`src/rtl/pip_pkg.sv`:
```
// shared constants and types of the point-in-polygon winding block
package pip_pkg;

  // polygon store size and derived widths
  localparam int MAX_VERTICES = 256;
  localparam int MIN_POLY     = 3;
  localparam int ADDR_W       = $clog2(MAX_VERTICES);
  localparam int CNT_W        = $clog2(MAX_VERTICES + 1);
  localparam int ACC_W        = CNT_W + 1;

  // field widths of the item and result beats
  localparam int COORD_W = 32;
  localparam int KIND_W  = 2;
  localparam int SUM_W   = 10;
  localparam int TOTAL_W = 9;

  // edge arithmetic widths
  localparam int DIFF_W = COORD_W + 1;
  localparam int PROD_W = 2 * DIFF_W;

  // item kinds
  localparam logic [KIND_W-1:0] KIND_APPEND = 2'd0;
  localparam logic [KIND_W-1:0] KIND_QUERY  = 2'd1;
  localparam logic [KIND_W-1:0] KIND_CLEAR  = 2'd2;

  // per-edge contributions
  localparam logic signed [1:0] TURN_ZERO = 2'sb00;
  localparam logic signed [1:0] TURN_POS  = 2'sb01;
  localparam logic signed [1:0] TURN_NEG  = 2'sb11;

  // request to the edge unit: one edge and the query point
  typedef struct packed {
    logic                      start;
    logic signed [COORD_W-1:0] x0;
    logic signed [COORD_W-1:0] y0;
    logic signed [COORD_W-1:0] x1;
    logic signed [COORD_W-1:0] y1;
    logic signed [COORD_W-1:0] px;
    logic signed [COORD_W-1:0] py;
  } edge_req_t;

  // answer from the edge unit
  typedef struct packed {
    logic              done;
    logic signed [1:0] turn;
  } edge_rsp_t;

endpackage

```
`src/rtl/pip_edge_unit.sv`:
```
// edge unit: quadrant classification and exact crossing test on one shared multiplier
module pip_edge_unit (
  input  logic               clk,
  input  logic               rst_n,
  input  pip_pkg::edge_req_t req,
  output pip_pkg::edge_rsp_t rsp
);
  import pip_pkg::*;

  localparam logic [1:0] E_IDLE = 2'd0;
  localparam logic [1:0] E_MUL1 = 2'd1;
  localparam logic [1:0] E_MUL2 = 2'd2;
  localparam logic [1:0] E_CMP  = 2'd3;

  logic [1:0]               e_state_r, e_state_nxt;
  logic                     done_r, done_nxt;
  logic signed [1:0]        turn_r, turn_nxt;
  logic [1:0]               q0_r, q0_nxt;
  logic signed [DIFF_W-1:0] a_r, a_nxt;   // py - y0
  logic signed [DIFF_W-1:0] b_r, b_nxt;   // x1 - x0
  logic signed [DIFF_W-1:0] c_r, c_nxt;   // px - x0
  logic signed [DIFF_W-1:0] e_r, e_nxt;   // y1 - y0
  logic signed [PROD_W-1:0] lhs_r, lhs_nxt;
  logic signed [PROD_W-1:0] rhs_r, rhs_nxt;

  logic [1:0]               q0, q1;
  logic [2:0]               qd, qabs;
  logic                     dy_pos, use_ab;
  logic signed [DIFF_W-1:0] mul_a, mul_b;
  logic signed [PROD_W-1:0] mul_p;

  // quadrant around the point: left-up 0, right-up 1, right-down 2, left-down 3
  function automatic logic [1:0] quad(input logic signed [COORD_W-1:0] x,
                                      input logic signed [COORD_W-1:0] y,
                                      input logic signed [COORD_W-1:0] px,
                                      input logic signed [COORD_W-1:0] py);
    logic left, up;
    left = (x <= px);
    up   = (y > py);
    if (left) begin
      quad = up ? 2'd0 : 2'd3;
    end else begin
      quad = up ? 2'd1 : 2'd2;
    end
  endfunction

  // quadrant distance of the two endpoints
  always_comb begin
    q0   = quad(req.x0, req.y0, req.px, req.py);
    q1   = quad(req.x1, req.y1, req.px, req.py);
    qd   = {1'b0, q0} - {1'b0, q1};
    qabs = qd[2] ? (3'd0 - qd) : qd;
  end

  // shared multiplier: left side of the compare first, right side second
  assign dy_pos = !e_r[DIFF_W-1] && (e_r != '0);
  assign use_ab = (e_state_r == E_MUL1) ? dy_pos : !dy_pos;
  assign mul_a  = use_ab ? a_r : c_r;
  assign mul_b  = use_ab ? b_r : e_r;
  assign mul_p  = PROD_W'(mul_a) * PROD_W'(mul_b);

  // sequencer of one edge
  always_comb begin
    e_state_nxt = e_state_r;
    done_nxt    = 1'b0;
    turn_nxt    = turn_r;
    q0_nxt      = q0_r;
    a_nxt       = a_r;
    b_nxt       = b_r;
    c_nxt       = c_r;
    e_nxt       = e_r;
    lhs_nxt     = lhs_r;
    rhs_nxt     = rhs_r;
    case (e_state_r)
      E_IDLE: begin
        if (req.start) begin
          q0_nxt = q0;
          a_nxt  = DIFF_W'(req.py) - DIFF_W'(req.y0);
          b_nxt  = DIFF_W'(req.x1) - DIFF_W'(req.x0);
          c_nxt  = DIFF_W'(req.px) - DIFF_W'(req.x0);
          e_nxt  = DIFF_W'(req.y1) - DIFF_W'(req.y0);
          if (qabs == 3'd2) begin
            e_state_nxt = E_MUL1;
          end else begin
            done_nxt = 1'b1;
            if (qabs == 3'd3) begin
              turn_nxt = (q0 == 2'd0) ? TURN_POS : TURN_NEG;
            end else begin
              turn_nxt = TURN_ZERO;
            end
          end
        end
      end
      E_MUL1: begin
        lhs_nxt     = mul_p;
        e_state_nxt = E_MUL2;
      end
      E_MUL2: begin
        rhs_nxt     = mul_p;
        e_state_nxt = E_CMP;
      end
      E_CMP: begin
        done_nxt    = 1'b1;
        e_state_nxt = E_IDLE;
        if (lhs_r < rhs_r) begin
          turn_nxt = (q0_r <= 2'd1) ? TURN_POS : TURN_NEG;
        end else begin
          turn_nxt = TURN_ZERO;
        end
      end
      default: begin
        e_state_nxt = E_IDLE;
      end
    endcase
  end

  // control registers
  always_ff @(posedge clk) begin
    if (!rst_n) begin
      e_state_r <= E_IDLE;
      done_r    <= 1'b0;
    end else begin
      e_state_r <= e_state_nxt;
      done_r    <= done_nxt;
    end
  end

  // operand and product registers
  always_ff @(posedge clk) begin
    turn_r <= turn_nxt;
    q0_r   <= q0_nxt;
    a_r    <= a_nxt;
    b_r    <= b_nxt;
    c_r    <= c_nxt;
    e_r    <= e_nxt;
    lhs_r  <= lhs_nxt;
    rhs_r  <= rhs_nxt;
  end

  assign rsp.done = done_r;
  assign rsp.turn = turn_r;

  // a new edge only arrives when the unit is free
  a_start_idle: assert property (@(posedge clk) disable iff (!rst_n)
    req.start |-> (e_state_r == E_IDLE))
    else $error("edge start while edge unit busy");

  // the unit is free again whenever it reports
  a_done_idle: assert property (@(posedge clk) disable iff (!rst_n)
    done_r |-> (e_state_r == E_IDLE))
    else $error("edge done while edge unit still busy");

  // opposite quadrants never have a flat edge
  a_dy_nonzero: assert property (@(posedge clk) disable iff (!rst_n)
    (e_state_r == E_MUL1) |-> (e_r != '0))
    else $error("zero dy on an opposite-quadrant edge");

endmodule

```
`config.mk`:
```
export PLATFORM = sky130hd
export DESIGN_NAME = pip_edge_unit
export DESIGN_NICKNAME = d
export VERILOG_FILES = /design/src/rtl/pip_pkg.sv /design/src/rtl/pip_edge_unit.sv
export SDC_FILE = /design/constraint.sdc
export NUM_CORES = 2
export LEC_CHECK = 0
export ABC_AREA = 1
export CAP_MARGIN = 20
export CORE_MARGIN = 5
export CORE_UTILIZATION = 45
export CTS_CLUSTER_DIAMETER = 50
export CTS_CLUSTER_SIZE = 8
export DETAILED_ROUTE_END_ITERATION = 12
export DONT_BUFFER_PORTS = 1
export PLACE_DENSITY = 0.68
export SYNTH_ARGS = -nofsm -noshare
export SYNTH_HDL_FRONTEND = slang
export SYNTH_SLANG_ARGS = --single-unit
```
`constraint.sdc`:
```
create_clock -name clk -period 12.5 [get_ports clk]
set_input_delay 2.5 -clock clk [delete_from_list [all_inputs] [get_ports clk]]
set_output_delay 2.5 -clock clk [all_outputs]
set_load 0.01 [all_outputs]
```
==> flow_summary.toml <==
[timing]
fin_worst_skew_ns = 0.02866
tightest_slew_ns = 1.100
timing.fmax_ghz = 0.09220
drv_slew = 0
rsz0062_at_grt = "false"
setup_viol = 0
final.period_utilization_pct = 86.77
fin_setup_tns_ns = 0
fin_crit_ns = 10.85
slew_headroom_pct = 26.51
hold_viol = 0

[status]
outcome = "completed"

[die]
die_w_um = 377.2
pin_count = 198
fp-row-count = 134
start_util_pct = 45.34
dieHeight_um = 377.2
dieArea_sq_mm = 0.1423
core_sq_mm = 0.1338

[worst_setup_path]
reg2reg_depth = 33
criticalPathCategory = "flip-flop to flip-flop"
crit_top_cell = "fa_1"
r2r_setup_slack_ns = 1.65
end_kind = "flip-flop"
required_ns = 12.89
crit_path_top_delay_cell = "fa_1"
crit_fanout = 52
r2r_end = "rhs_r[64]"
worstSetupStartpointType = "flip-flop"
slowest_delay_ns = 0.91
reg2reg_from = "e_r[18]"
arrival_ns = 11.23

[clocking]
numCtsBuffers = 46
cts_tree = "done"
cts_hold_buf = 0
clock_path_buffers = 3
cts_root_buf = "clkbuf_16"
clk_latency_ns = 0.62
clkTransAtPathRegs_ns = 0.05
post_cts_buffers = 0
cts_resized = 0
cts.sinks = 270
cts_max_level = 2

[synth]
synth_edf_count = 267
synthTopCellsByCount = "1784 x inv_1, 1329 x nand2_1, 1150 x fa_1"
synth_top_cell_by_area = "fa_1"
synthFlopType = "edfxtp_1"
synth_top_area_share_pct = 37.95
synthArstFlopShare_pct = 0
ys_types = 52
synthTopCellsByArea = "fa_1 38%, edfxtp_1 13%, inv_1 11%, ha_1 9.9%, nand2_1 8.2%"
ys_seq_elements = 270
synth_most_common_cell = "inv_1"
ys_seq_area_share_pct = 13.31
synth.net_count = 9044
yosysWarnings = 0
synth_area_per_cell_sq_um = 8.406
syn_inst = 7217
syn_area_sq_mm = 0.06067

[placed_design]
dp_cells = 8848
port_buffers = 0
placed_area_sq_mm = 0.06182
hpwl_um = 170800
place.gp.congestion = 1.007

[detailed_routing]
drc = 0
route.met2.wl_um = 93330
drt_first_iter_violations = 4586
post_drt_wl_per_cell_um = 23.35
met1_length_um = 77970
vias = 48740
dr.pass1.iters = 6
wirelength_um = 208300
highest_layer = "met5"
wl_met3_um = 22460
via_per_inst = 5.464
final_antenna_net_count = 0

[global_routing]
grt_pass1_wl_um = 315500
grt_antenna_before_repair = 7
grt_max_degree = 71
grt_overflow_total = 0
globalRouteTotalUtil_pct = 29.66
grt_pass1_vias = 52500

[finish]
area_growth_pct = 4.220
final_area_sq_mm = 0.06323
drive_gt1_share_pct = 3.470
nets = 8957
final_cells = 8920
fillers = 13020

[worst_hold_path]
worstHoldPathCells = 2
min_to = "turn_r[1]"
min_from = "q0_r[1]"
hold_path.class = "flip-flop to flip-flop"

[flow_run]
maxCapViolCount = 0
==> placed cells by master, fill, tap and decap left out, types with 39 or more instances in the layout <==
cell type / count
inv_1: 1783
nand2_1: 1329
fa_1: 1150
nor2_1: 880
ha_1: 480
a21oi_1: 273
edfxtp_1: 267
o21ai_0: 149
nand3_1: 148
xor2_1: 132
nand2_2: 56
clkbuf_16: 47
xnor2_1: 44
buf_4: 41
a21o_1: 40
nand4_1: 39
==> per-stage QoR <==
| stage | setup slack (ns) | hold slack [ns] | utilization (%) |
|---|---|---|---|
| 2_1_floorplan | 2.316 | 0.5124 | - |
| 3_3_place_gp | 1.718 | 0.5542 | 46.20 |
| 3_5_place_dp | 1.765 | 0.5592 | 46.21 |
| 4_1_cts | 1.720 | 0.5716 | 47.22 |
| 5_1_grt | 1.121 | 0.6084 | 47.25 |
| 6_report | 1.654 | 0.5625 | 47.26 |
==> sequential cells by signal (all words and copies together), names as in the netlist, 2 cells and up <==
signal	cells
e_r	33
lhs_r	66
c_r	33
rhs_r	66
a_r	33
e_state_r	2
turn_r	2
b_r	33
==> cell families after synthesis <==
group / after synthesis / synth area share, %
adder cells (fa/ha/maj): 1632 / 47.89
AO/OA/AOI/OAI: 592 / 5.814
buffers and inverters: 2000 / 13.57
AND/OR/NAND/NOR: 2547 / 16.87
flip-flops: 270 / 13.31
XOR/XNOR: 176 / 2.541
==> how the worst max path moves through the flow <==
stage | from | to | slack [ns] | depth (start not counted)
2_1_floorplan | e_state_r[1] | lhs_r[65] | 2.32 | 37
3_3_place_gp | e_r[17] | rhs_r[64] | 1.72 | 33
3_5_place_dp | e_r[17] | rhs_r[64] | 1.76 | 33
4_1_cts | e_r[17] | rhs_r[64] | 1.72 | 33
5_1_grt | e_r[17] | rhs_r[64] | 1.12 | 33
6_report | e_r[18] | rhs_r[64] | 1.65 | 33
==> area by class of cell <==
type                            count  area (sq um)  share of cell area [%]
Sequential cell                   270          8078                   12.78
Clock inverter                     15         168.9                  0.2671
Clock buffer                       50          1187                   1.878
Antenna cell                        5         12.51                 0.01979
Tap cell                         1768          2212                   3.499
Timing Repair Buffer               44         357.8                  0.5660
Inverter                         1821          6840                   10.82
Multi-Input combinational cell   4947         44370                   70.18
==> metal layers <==
layer	global-route usage, %	vias up
met4	16.31	6
met1	36.07	23950
met5	0	-
li1	-	21350
met2	47.67	2668
met3	8.601	767
==> worst max-delay path: cells and delay by family (launching register included) <==
family / cells / cell delay [ns]
buffers and inverters: 7 / 1.65
XOR/XNOR: 1 / 0.31
AND/OR/NAND/NOR: 16 / 3.24
flip-flops: 1 / 0.40
adder cells (fa/ha/maj): 9 / 4.95
Power is left out: the tool's default activity adds up to more than one toggle a clock period on the data nets, which glitch-free logic cannot reach.
